File: src/nmea_sentence_checksum_classify_top_defines.svh
// Assertion macros shared by the checksum classifier.
`ifndef NMEA_SENTENCE_CHECKSUM_CLASSIFY_TOP_DEFINES_SVH
`define NMEA_SENTENCE_CHECKSUM_CLASSIFY_TOP_DEFINES_SVH

// The consequent must hold in the same cycle as the antecedent.
`define NSCC_ASSERT_SAME(label, ante, cons, msg) \
   label: assert property (@(posedge clock) disable iff (reset) (ante) |-> (cons)) \
      else $error(msg);

// The consequent must hold in the cycle after the antecedent.
`define NSCC_ASSERT_NEXT(label, ante, cons, msg) \
   label: assert property (@(posedge clock) disable iff (reset) (ante) |=> (cons)) \
      else $error(msg);

`endif

File: src/nscc_pkg.sv
package nscc_pkg;

   localparam logic [7:0]  STAR_CHAR = 8'h2A;
   localparam logic [7:0]  CHAR_A    = 8'h41;
   localparam logic [7:0]  CHAR_C    = 8'h43;
   localparam logic [31:0] WIN_GPGG  = 32'h4750_4747;
   localparam logic [31:0] WIN_GPRM  = 32'h4750_524D;

   typedef enum logic [1:0] {
      KIND_CSUM_ERR = 2'd0,
      KIND_GGA      = 2'd1,
      KIND_RMC      = 2'd2,
      KIND_UNKNOWN  = 2'd3
   } kind_type;

   // One word handed from the input register to the scanner.
   typedef struct packed {
      logic       step;
      logic       last;
      logic [7:0] data;
   } scan_ctrl_type;

   typedef struct packed {
      kind_type   kind;
      logic [7:0] sum;
   } result_type;

   // Bit 4 set means the byte is not a hex digit; otherwise bits 3:0 hold its value.
   function automatic logic [4:0] hex_digit(input logic [7:0] b);
      logic [4:0] d;
      if (b >= 8'h30 && b <= 8'h39) begin
         d = {1'b0, 4'(b - 8'h30)};
      end else if (b >= 8'h41 && b <= 8'h46) begin
         d = {1'b0, 4'(b - 8'h37)};
      end else if (b >= 8'h61 && b <= 8'h66) begin
         d = {1'b0, 4'(b - 8'h57)};
      end else begin
         d = 5'h10;
      end
      return d;
   endfunction

endpackage

File: src/nscc_scan.sv
module nscc_scan (
   input  logic                  clock,
   input  logic                  reset,
   input  nscc_pkg::scan_ctrl_type ctrl,
   output nscc_pkg::result_type  result
);

   logic        past_first_ff, past_first_in;
   logic [7:0]  xor_ff, xor_in;
   logic        star_ff, star_in;
   logic [7:0]  hex_ff, hex_in;
   logic        hex_end_ff, hex_end_in;
   logic [31:0] win_ff, win_in;
   logic        gga_ff, gga_in;
   logic        rmc_ff, rmc_in;
   logic [4:0]  digit;

   always_comb begin
      digit         = nscc_pkg::hex_digit(ctrl.data);
      gga_in        = gga_ff | (win_ff == nscc_pkg::WIN_GPGG && ctrl.data == nscc_pkg::CHAR_A);
      rmc_in        = rmc_ff | (win_ff == nscc_pkg::WIN_GPRM && ctrl.data == nscc_pkg::CHAR_C);
      xor_in        = xor_ff;
      star_in       = star_ff;
      hex_in        = hex_ff;
      hex_end_in    = hex_end_ff;
      past_first_in = 1'b1;
      win_in        = {win_ff[23:0], ctrl.data};
      if (past_first_ff) begin
         if (!star_ff) begin
            if (ctrl.data == nscc_pkg::STAR_CHAR) begin
               star_in = 1'b1;
            end else begin
               xor_in = xor_ff ^ ctrl.data;
            end
         end else if (!hex_end_ff) begin
            if (!digit[4]) begin
               hex_in = {hex_ff[3:0], digit[3:0]};
            end else begin
               hex_end_in = 1'b1;
            end
         end
      end
      // A missing star or a mismatch wins over any sentence type.
      if (!star_in || xor_in != hex_in) begin
         result.kind = nscc_pkg::KIND_CSUM_ERR;
      end else if (gga_in) begin
         result.kind = nscc_pkg::KIND_GGA;
      end else if (rmc_in) begin
         result.kind = nscc_pkg::KIND_RMC;
      end else begin
         result.kind = nscc_pkg::KIND_UNKNOWN;
      end
      result.sum = xor_in;
   end

   always_ff @(posedge clock) begin
      if (reset || (ctrl.step && ctrl.last)) begin
         past_first_ff <= 1'b0;
         xor_ff        <= '0;
         star_ff       <= 1'b0;
         hex_ff        <= '0;
         hex_end_ff    <= 1'b0;
         win_ff        <= '0;
         gga_ff        <= 1'b0;
         rmc_ff        <= 1'b0;
      end else if (ctrl.step) begin
         past_first_ff <= past_first_in;
         xor_ff        <= xor_in;
         star_ff       <= star_in;
         hex_ff        <= hex_in;
         hex_end_ff    <= hex_end_in;
         win_ff        <= win_in;
         gga_ff        <= gga_in;
         rmc_ff        <= rmc_in;
      end
   end

endmodule

File: src/nmea_sentence_checksum_classify_top.sv
// Path: an accepted word is captured in the input register, then folded into the sentence state;
// a final word also fills the result register on rsp_, waiting while it is full and stalled.
// Throughput: one word per cycle, unless a final word waits on a full, stalled result register.
// Reset: synchronous, active high; clears the handshake valids and all sentence state.
`include "nmea_sentence_checksum_classify_top_defines.svh"

// Checks one NMEA sentence, delivered a word (byte) at a time with its last word marked,
// against its transmitted hex checksum and classifies it as a checksum error, GGA, RMC or unknown.
// The design is an input register, a short combinational scan over the running sentence
// state, and a result register. The input register lets the block accept a word while a
// finished result is still waiting on rsp_stall; only a final word, which needs the result
// register, can be held up there.
module nmea_sentence_checksum_classify_top (
   input  logic       clock,
   input  logic       reset,
   input  logic       req_valid,
   output logic       req_stall,
   input  logic [7:0] req_data_byte,
   input  logic       req_end_of_sentence,
   output logic       rsp_valid,
   input  logic       rsp_stall,
   output logic [1:0] rsp_message_kind,
   output logic [7:0] rsp_computed_sum
);

   // Input register.
   logic       in_valid_ff;
   logic [7:0] in_byte_ff;
   logic       in_eos_ff;

   // Result register.
   logic                 rsp_valid_ff;
   nscc_pkg::result_type rsp_data_ff;

   logic                    out_free;
   logic                    step;
   nscc_pkg::scan_ctrl_type scan_ctrl;
   nscc_pkg::result_type    scan_result;

   // A non-final word never needs the result register, so it always moves on.
   // A final word moves on when the result register is empty or being emptied.
   assign out_free  = !rsp_valid_ff || !rsp_stall;
   assign step      = in_valid_ff && (!in_eos_ff || out_free);
   assign req_stall = in_valid_ff && !step;

   always_ff @(posedge clock) begin
      if (reset) begin
         in_valid_ff <= 1'b0;
      end else if (!req_stall) begin
         in_valid_ff <= req_valid;
      end
   end

   always_ff @(posedge clock) begin
      if (req_valid && !req_stall) begin
         in_byte_ff <= req_data_byte;
         in_eos_ff  <= req_end_of_sentence;
      end
   end

   assign scan_ctrl.step = step;
   assign scan_ctrl.last = in_eos_ff;
   assign scan_ctrl.data = in_byte_ff;

   nscc_scan u_scan (
      .clock  (clock),
      .reset  (reset),
      .ctrl   (scan_ctrl),
      .result (scan_result)
   );

   always_ff @(posedge clock) begin
      if (reset) begin
         rsp_valid_ff <= 1'b0;
      end else if (step && in_eos_ff) begin
         rsp_valid_ff <= 1'b1;
      end else if (!rsp_stall) begin
         rsp_valid_ff <= 1'b0;
      end
   end

   always_ff @(posedge clock) begin
      if (step && in_eos_ff) begin
         rsp_data_ff <= scan_result;
      end
   end

   assign rsp_valid        = rsp_valid_ff;
   assign rsp_message_kind = rsp_data_ff.kind;
   assign rsp_computed_sum = rsp_data_ff.sum;

   // Only a final word waiting on a full, stalled result register holds off the input.
   `NSCC_ASSERT_SAME(a_stall_cause, req_stall, in_valid_ff && in_eos_ff && rsp_valid_ff && rsp_stall, "input stalled without a blocked final word")

   // A word that is not the last of its sentence never produces a result.
   `NSCC_ASSERT_NEXT(a_no_result_mid, step && !in_eos_ff, rsp_valid_ff == $past(rsp_valid_ff && rsp_stall), "result appeared from a non-final word")

   // A newly presented result comes from a final word that was processed.
   `NSCC_ASSERT_SAME(a_result_source, rsp_valid_ff && !$past(rsp_valid_ff), $past(step && in_eos_ff), "result appeared without a final word")

endmodule

File: config.mk
export PLATFORM = sky130hd
export DESIGN_NAME = nmea_sentence_checksum_classify_top
export DESIGN_NICKNAME = d
export VERILOG_FILES = /design/src/nscc_pkg.sv /design/src/nscc_scan.sv /design/src/nmea_sentence_checksum_classify_top.sv
export VERILOG_INCLUDE_DIRS = /design/src /design/src/src
export SDC_FILE = /design/constraint.sdc
export NUM_CORES = 1
export LEC_CHECK = 0
export BUFFER_PORTS_ARGS = -buffer_cell sky130_fd_sc_hd__clkbuf_2
export CORE_MARGIN = 3
export CORE_UTILIZATION = 50
export CTS_CLUSTER_DIAMETER = 200
export DETAILED_ROUTE_END_ITERATION = 12
export PLACE_DENSITY = 0.67
export REMOVE_ABC_BUFFERS = 1
export SLEW_MARGIN = 0
export SYNTH_ARGS = -nofsm -noshare
export SYNTH_HDL_FRONTEND = slang
export SYNTH_SLANG_ARGS = --single-unit
File: constraint.sdc
create_clock -name clock -period 3.2 [get_ports clock]
set_input_delay 0 -clock clock [delete_from_list [all_inputs] [get_ports clock]]
set_output_delay 0 -clock clock [all_outputs]
set_load 0.03 [all_outputs]
==> out/metrics.yaml, run 1 <==
clocking:
  clk_path_buf_depth: 2
  cts-root-buf: "clkbuf_8"
  insertion_delay_ns: 0.34
  cts_max_level: 3
  cts_buffers: 9
  clk_pin_slew_worst_paths_ns: 0.08
  cts_tree: "yes"
  cts.sinks: 74
cells_and_area:
  fillers: 555
  drive_above_1_share: 0.137
  fin_nets: 406
  syn_to_final_growth_pct: 14.5
  n_antenna_cell: 0
  final_area_um2: 3740
floorplanning:
  die_h_um: 86.9
  rows: 28
  die-width_um: 86.9
  core-area_um2: 6130
  die_area_um2: 7540
  initial_core_util: 0.533
  io_pins: 25
synthesis:
  synth_xor_area_frac: 0.0750
  synth_flop_cell: "dfxtp_1"
  muxShareOfSynthArea: 0.0306
  synth_area_um2: 3270
  synth_compound_area_frac: 0.111
  synthSimpleGateAreaFrac: 0.223
  synth_edf_count: 19
  async_flop_share: 0
  syn_avg_cell_area_um2: 9.18
  synth_top_family_by_area: "simple AND/OR/NAND/NOR gates"
  synthAdderAreaFrac: 0.0153
  synth.top_cell.area_share: 0.337
  synth.most_common_cell: "nand2_1"
  yosysUniqueCellTypes: 46
  synthTopCellsByCount: "nand2_1, dfxtp_1, a21oi_1, nor2_1, edfxtp_1"
  yosysSeqAreaShare: 0.511
  yosys.area.top_type: "dfxtp_1"
  syn_inst: 356
  synth_seq_cells: 74
  synth_top_cells_by_area: "dfxtp_1, edfxtp_1, nand2_1"
  ys_warn_count: 0
global_route:
  grt_pass1_wl_um: 11800
  grt-ovfl-total: 0
  grt.total_usage: 0.206
  antenna_found_initial: 0
  grt_pass1_vias: 2404
  grt_max_degree: 54
detailed_routing:
  drtIter0Drc: 127
  wl_um: 7150
  vias: 2524
  route.detailed.drc: 0
  dr.pass1.iters: 4
  via_per_inst: 5.38
  wl_per_cell_um: 15.2
  ant_nets: 0
critical_path:
  endpoint_kind: "register"
  r2r_slack_ns: 0.26
  worstSetupStartpointType: "register"
  cp_data_arrival_time_ns: 3.12
  crit_required_ns: 3.37
  path_class: "reg -> reg"
  reg2reg_to: "rsp_message_kind[0]"
  cp-startpoint: "in_byte_ff[0]"
  regToRegStartpoint: "in_byte_ff[0]"
  cp_max_fo: 8
  reg2reg_depth: 9
  crit_end: "rsp_message_kind[0]"
job:
  drv_cap: 0
power_and_ir_drop:
  swShare: 0.254
  power.share.combinational: 0.078
  p_switching_w: 0.000463
  vdd_drop_max_v: 0.000410
  sequentialPowerShare: 0.549
  intPower_w: 0.00136
  p_leak_nw: 1.40
  p_per_area_nw_per_um2: 487
  total_power_w: 0.00182
  p_clk_frac: 0.373
timing:
  skew_ns: 0.00705
  fmax_mhz: 340
  worst_slack_ns: 0.257
  period_share: 0.920
  setup-tns-final_ns: 0
  period_needed_ns: 2.94
  hold_viol_final: 0
  rsz0062_at_grt: "false"
  worst_pin_slew_ns: 0.737
  maxSlewHeadroom: 0.507
  drv_slew: 0
  setup_viol: 0
place:
  port_buffers: 24
  hpwl_um: 4640
  detailed_place.area_um2: 3440
  gp_congestion: 0.863
  dp_slack_ns: 0.162
hold_path:
  hp-class: "in -> reg"
  hold_path_depth: 3
outcome:
  status: "completed"
## area by class of cell
cell class,instances,area (µm²),area share
sequential,74,1670,0.447
multi-input combinational,255,1490,0.398
timing repair buffer,40,270,0.0722
clock buffer,10,149,0.0398
tap,75,93.8,0.0251
clock inverter,6,36.3,0.00969
inverter,9,33.8,0.00902
## placed cells by master (no fill, tap or decap), drive strengths merged, types with 2 or more instances in the layout
| cell type | count |
|---|---|
| nor2b | 2 |
| nand2b | 2 |
| dfxtp | 55 |
| xor2 | 17 |
| clkbuf | 34 |
| nor4b | 8 |
| buf | 4 |
| nor4 | 3 |
| nand3 | 2 |
| mux2i | 10 |
| a211oi | 2 |
| xnor2 | 11 |
| or3 | 2 |
| and2 | 2 |
| clkinv | 3 |
| nand3b | 2 |
| o311ai | 2 |
| nor2 | 27 |
| nand2 | 83 |
| a31oi | 2 |
| ha | 4 |
| dlygate4sd3 | 12 |
| inv | 12 |
| o21ai | 4 |
| and3 | 3 |
| nor3 | 7 |
| edfxtp | 19 |
| a21oi | 43 |
| nand4 | 4 |
## registers in the layout, indices dropped and copies added, names as in the netlist
register              flops
in_eos_ff                 1
u_scan.hex_end_ff         1
rsp_computed_sum          8
u_scan.star_ff            1
rsp_message_kind          2
in_byte_ff                8
u_scan.hex_ff             8
u_scan.rmc_ff             1
u_scan.past_first_ff      1
u_scan.win_ff            32
u_scan.xor_ff             8
rsp_valid                 1
u_scan.gga_ff             1
in_valid_ff               1
## logic make-up after synthesis
kind of cell | Yosys count
fa+ha+maj | 4
mux | 10
simple gates | 151
flops | 74
xor+xnor | 28
compound gates | 62
buf+inv | 27
## power groups by stage
stage	Clock [W]	Combinational, W	Sequential, W
floorplan	0	0.0000788	0.00103
global placement	0	0.000128	0.00102
detailed placement	0	0.000130	0.00102
CTS	0.000695	0.000141	0.00100
global route	0.000732	0.000158	0.00100
finish	0.000679	0.000143	0.00100
## how the worst min path moves through the flow
stage,endpoint,start,slack (ns)
2_1_floorplan,in_valid_ff,reset,0.07
3_3_place_gp,in_eos_ff,req_end_of_sentence,0.18
6_report,in_byte_ff[4],req_valid,0.18
5_1_grt,in_byte_ff[4],req_valid,0.19
3_5_place_dp,in_byte_ff[4],req_data_byte[4],0.18
4_1_cts,in_byte_ff[4],req_valid,0.16
## through the flow
| stage | std cells | util | hold slack [ns] |
|---|---|---|---|
| 4_1_cts | 469 | 0.610 | 0.157 |
| 5_1_grt | 469 | 0.611 | 0.189 |
| 6_report | 469 | 0.611 | 0.182 |
| 3_3_place_gp | 441 | 0.561 | 0.179 |
| 3_5_place_dp | 441 | 0.561 | 0.180 |
| 2_1_floorplan | 338 | - | 0.0691 |
## critical path, cell delays in order (launching register included)
cell	delay (ns)
edfxtp_1	0.51
inv_1	0.18
ha_1	0.19
or4b_1	0.43
o311ai_0	0.40
xor2_1	0.39
mux2i_1	0.15
xnor2_1	0.15
o211ai_1	0.14
nor4b_2	0.23
## per-layer routing
metal  wire [µm]  track usage
met1        3480        0.285
met2        3380        0.317
met3         191       0.0454
met4         107       0.0779
met5           0            0
## timing repair
action	in CTS	in global routing
setup buffers	0	0
hold endpoints to repair	11	0
hold buffers	12	0
setup endpoints to repair	0	2
gates resized for setup	0	1
Note: power is estimated with default switching activity, not from simulation.
==> run 2: changes to the inputs <==
--- a/config.mk
+++ b/config.mk
@@ -16,4 +16,5 @@
 export SLEW_MARGIN = 0
 export SYNTH_ARGS = -nofsm -noshare
 export SYNTH_HDL_FRONTEND = slang
+export SYNTH_HIERARCHICAL = 1
 export SYNTH_SLANG_ARGS = --single-unit
==> constraint.sdc (replaced) <==
create_clock -name clock -period 3.2 [get_ports clock]
set_input_delay 0.16 -clock clock [delete_from_list [all_inputs] [get_ports clock]]
set_output_delay 0.16 -clock clock [all_outputs]
set_load 0.03 [all_outputs]
==> run 2 against run 1 <==
Combinational power rose by 14%. Cell count down 6.0%. Wire length is 7.4% lower. Synthesized cell count is 9.6% lower. Critical path depth is 1 higher. First-iteration DRC count is 8.7% higher. Critical endpoint is now rsp_message_kind[1]. Largest power group unchanged.
==> out/metrics.yaml, run 2 <==
critical_path:
  cp_num_buf_inv: 2
  slowest_delay_ns: 0.40
  regToRegStartpoint: "in_byte_ff[0]"
  worstSetupStartpointType: "register"
  endpoint_kind: "register"
  path_cells: "inv_1 -> ha_1 -> o21bai_1 -> a2111oi_4 -> nand2b_1 -> buf_4 -> mux2i_1 -> xnor2_1 -> or3_1 -> nor4_1"
  crit_required_ns: 3.37
  crit_family: "simple AND/OR/NAND/NOR gates"
  slowest_stage: "a2111oi_4"
  path_class: "reg -> reg"
  cp_max_fo: 16
  cp_data_arrival_time_ns: 2.95
  cp-startpoint: "in_byte_ff[0]"
floorplanning:
  io_pins: 25
  die-width_um: 87.8
  die_h_um: 87.8
  rows: 29
  die_area_um2: 7710
  core-area_um2: 6420
  initial_core_util: 0.521
detailed_routing:
  ant_nets: 0
  drtIter0Drc: 138
  route.detailed.drc: 0
  wl_um: 6620
  via_per_inst: 5.43
  wl_per_cell_um: 15.0
  dr.pass1.iters: 4
  vias: 2396
synthesis:
  yosysSeqAreaShare: 0.500
  synth_edf_count: 19
  yosys.area.top_type: "dfxtp_1"
  ys_warn_count: 6
  syn_inst: 322
  synth_area_um2: 3340
  yosysUniqueCellTypes: 53
  synth_xor_area_frac: 0.0681
  synthTopCellsByCount: "dfxtp_1, nor2_1, mux2i_1, edfxtp_1, a21oi_1"
  synthSimpleGateAreaFrac: 0.183
  synth_seq_cells: 74
  synth_flop_cell: "dfxtp_1"
  syn_avg_cell_area_um2: 10.4
  synthAdderAreaFrac: 0.0187
  synth_top_cells_by_area: "dfxtp_1, edfxtp_1, mux2i_1"
  synth_top_family_by_area: "simple AND/OR/NAND/NOR gates"
  muxShareOfSynthArea: 0.117
  synth_compound_area_frac: 0.0804
  async_flop_share: 0
  synth.top_cell.area_share: 0.329
timing:
  period_share: 0.868
  setup-tns-final_ns: 0
  worst_pin_slew_ns: 0.982
  fmax_mhz: 360
  hold_viol_final: 0
  drv_slew: 0
  skew_ns: 0.0120
  rsz0062_at_grt: "false"
  maxSlewHeadroom: 0.345
  setup_viol: 0
  period_needed_ns: 2.78
hold_path:
  hp-class: "in -> reg"
  hold_start: "req_valid"
global_route:
  grt_max_degree: 54
  busiest_layer: "met2"
  grt_pass1_vias: 2285
  grt-ovfl-total: 0
  antenna_found_initial: 0
  grt.total_usage: 0.190
  grt_pass1_wl_um: 11200
  use_met2: 0.282
  grtUsageMet1: 0.264
  met3_usage: 0.0348
clocking:
  cts_max_level: 3
  cts_hold_buffers: 10
  insertion_delay_ns: 0.36
  clk_pin_slew_worst_paths_ns: 0.08
  cts_buffers: 9
  postCtsSetupRepairBufs: 0
  cts-root-buf: "clkbuf_8"
  clk_path_buf_depth: 2
  cts_tree: "yes"
  post_cts_resize_count: 0
  cts.sinks: 74
place:
  gp_congestion: 0.806
  placedCellCount: 415
  port_buffers: 24
  hpwl_um: 4460
power_and_ir_drop:
  p_per_area_nw_per_um2: 510
  p_leak_nw: 1.42
  vdd_drop_max_v: 0.000346
cells_and_area:
  fin_nets: 377
  drive_above_1_share: 0.162
  syn_to_final_growth_pct: 16.4
  layout_common_cells: "dfxtp_1, nor2_1, mux2i_1"
  fin_util: 0.606
  largest_register_ffs: 32
  top_register: "u_scan/win_ff"
  stdcell_count: 441
  n_antenna_cell: 0
job:
  drv_cap: 0
outcome:
  status: "completed"
==> run 2: cell types whose count changed after synthesis, moves of 4 or more <==
cell / change
a21oi_1: -26
clkbuf_1: -6
mux2i_1: +29
nand2_1: -67
nand3_1: +13
nor2_1: +29
xor2_1: -4
==> run 2: metrics by stage <==
| stage | power [W] | worst slack, ns | hold WS (ns) | cell area (µm²) |
|---|---|---|---|---|
| floorplan | 0.00113 | -1.95 | 0.229 | 3260 |
| global placement | 0.00117 | 0.534 | 0.338 | 3560 |
| detailed placement | 0.00117 | 0.474 | 0.339 | 3560 |
| CTS | 0.00200 | 0.443 | 0.00648 | 3890 |
| global route | 0.00206 | 0.184 | 0.0534 | 3890 |
| finish | 0.00198 | 0.422 | 0.0410 | 3890 |
==> run 2: kinds of logic (layout without fill, tap and decap cells) <==
family                     after synthesis  count (layout)
xor gates and xnor gates                26              26
AOI/OAI and AO/OA                       37              37
buffers and inverters                   24              66
DFF                                     74              74
and+or+nand+nor                        117             117
muxes                                   39              39
adders and majority gates                5               5
==> run 2: final timing paths <==
| kind | slack, ns | depth (start not counted) | endpoint |
|---|---|---|---|
| setup / recovery | 0.42 | 10 | rsp_message_kind[1] |
| hold / removal | 0.04 | 3 | in_valid_ff |
| setup reg to reg | 0.42 | 10 | rsp_message_kind[1] |
| hold reg to reg | 0.47 | 2 | u_scan/hex_ff[4] |
==> run 2: cell type report <==
class	instances	area (µm²)
fill	533	2530
timing repair buffer	43	288
clock inverter	3	42.5
inverter	7	26.3
clock buffer	13	191
sequential	74	1670
tap	77	96.3
multi-input combinational	224	1580
==> run 2: report_power, final <==
| part | switching, W | internal [W] | leakage [nW] | total, W |
|---|---|---|---|---|
| Combinational | 0.0000957 | 0.0000669 | 0.682 | 0.000163 |
| Sequential | 0.0000195 | 0.000981 | 0.624 | 0.00100 |
| Clock | 0.000346 | 0.000475 | 0.116 | 0.000821 |
| Total | 0.000461 | 0.00152 | 1.42 | 0.00198 |
==> run 2: routing by layer <==
layer  vias up  routed length (µm)
met3        10                 251
met4         0                  91
li1       1204                   -
met5         -                   0
met2        38                2950
met1      1144                3330
==> run 2: worst min-delay path: cells and delay by family <==
| family | cells | cell delay [ns] |
|---|---|---|
| buffers and inverters | 2 | 0.15 |
| AO/OA/AOI/OAI | 1 | 0.05 |
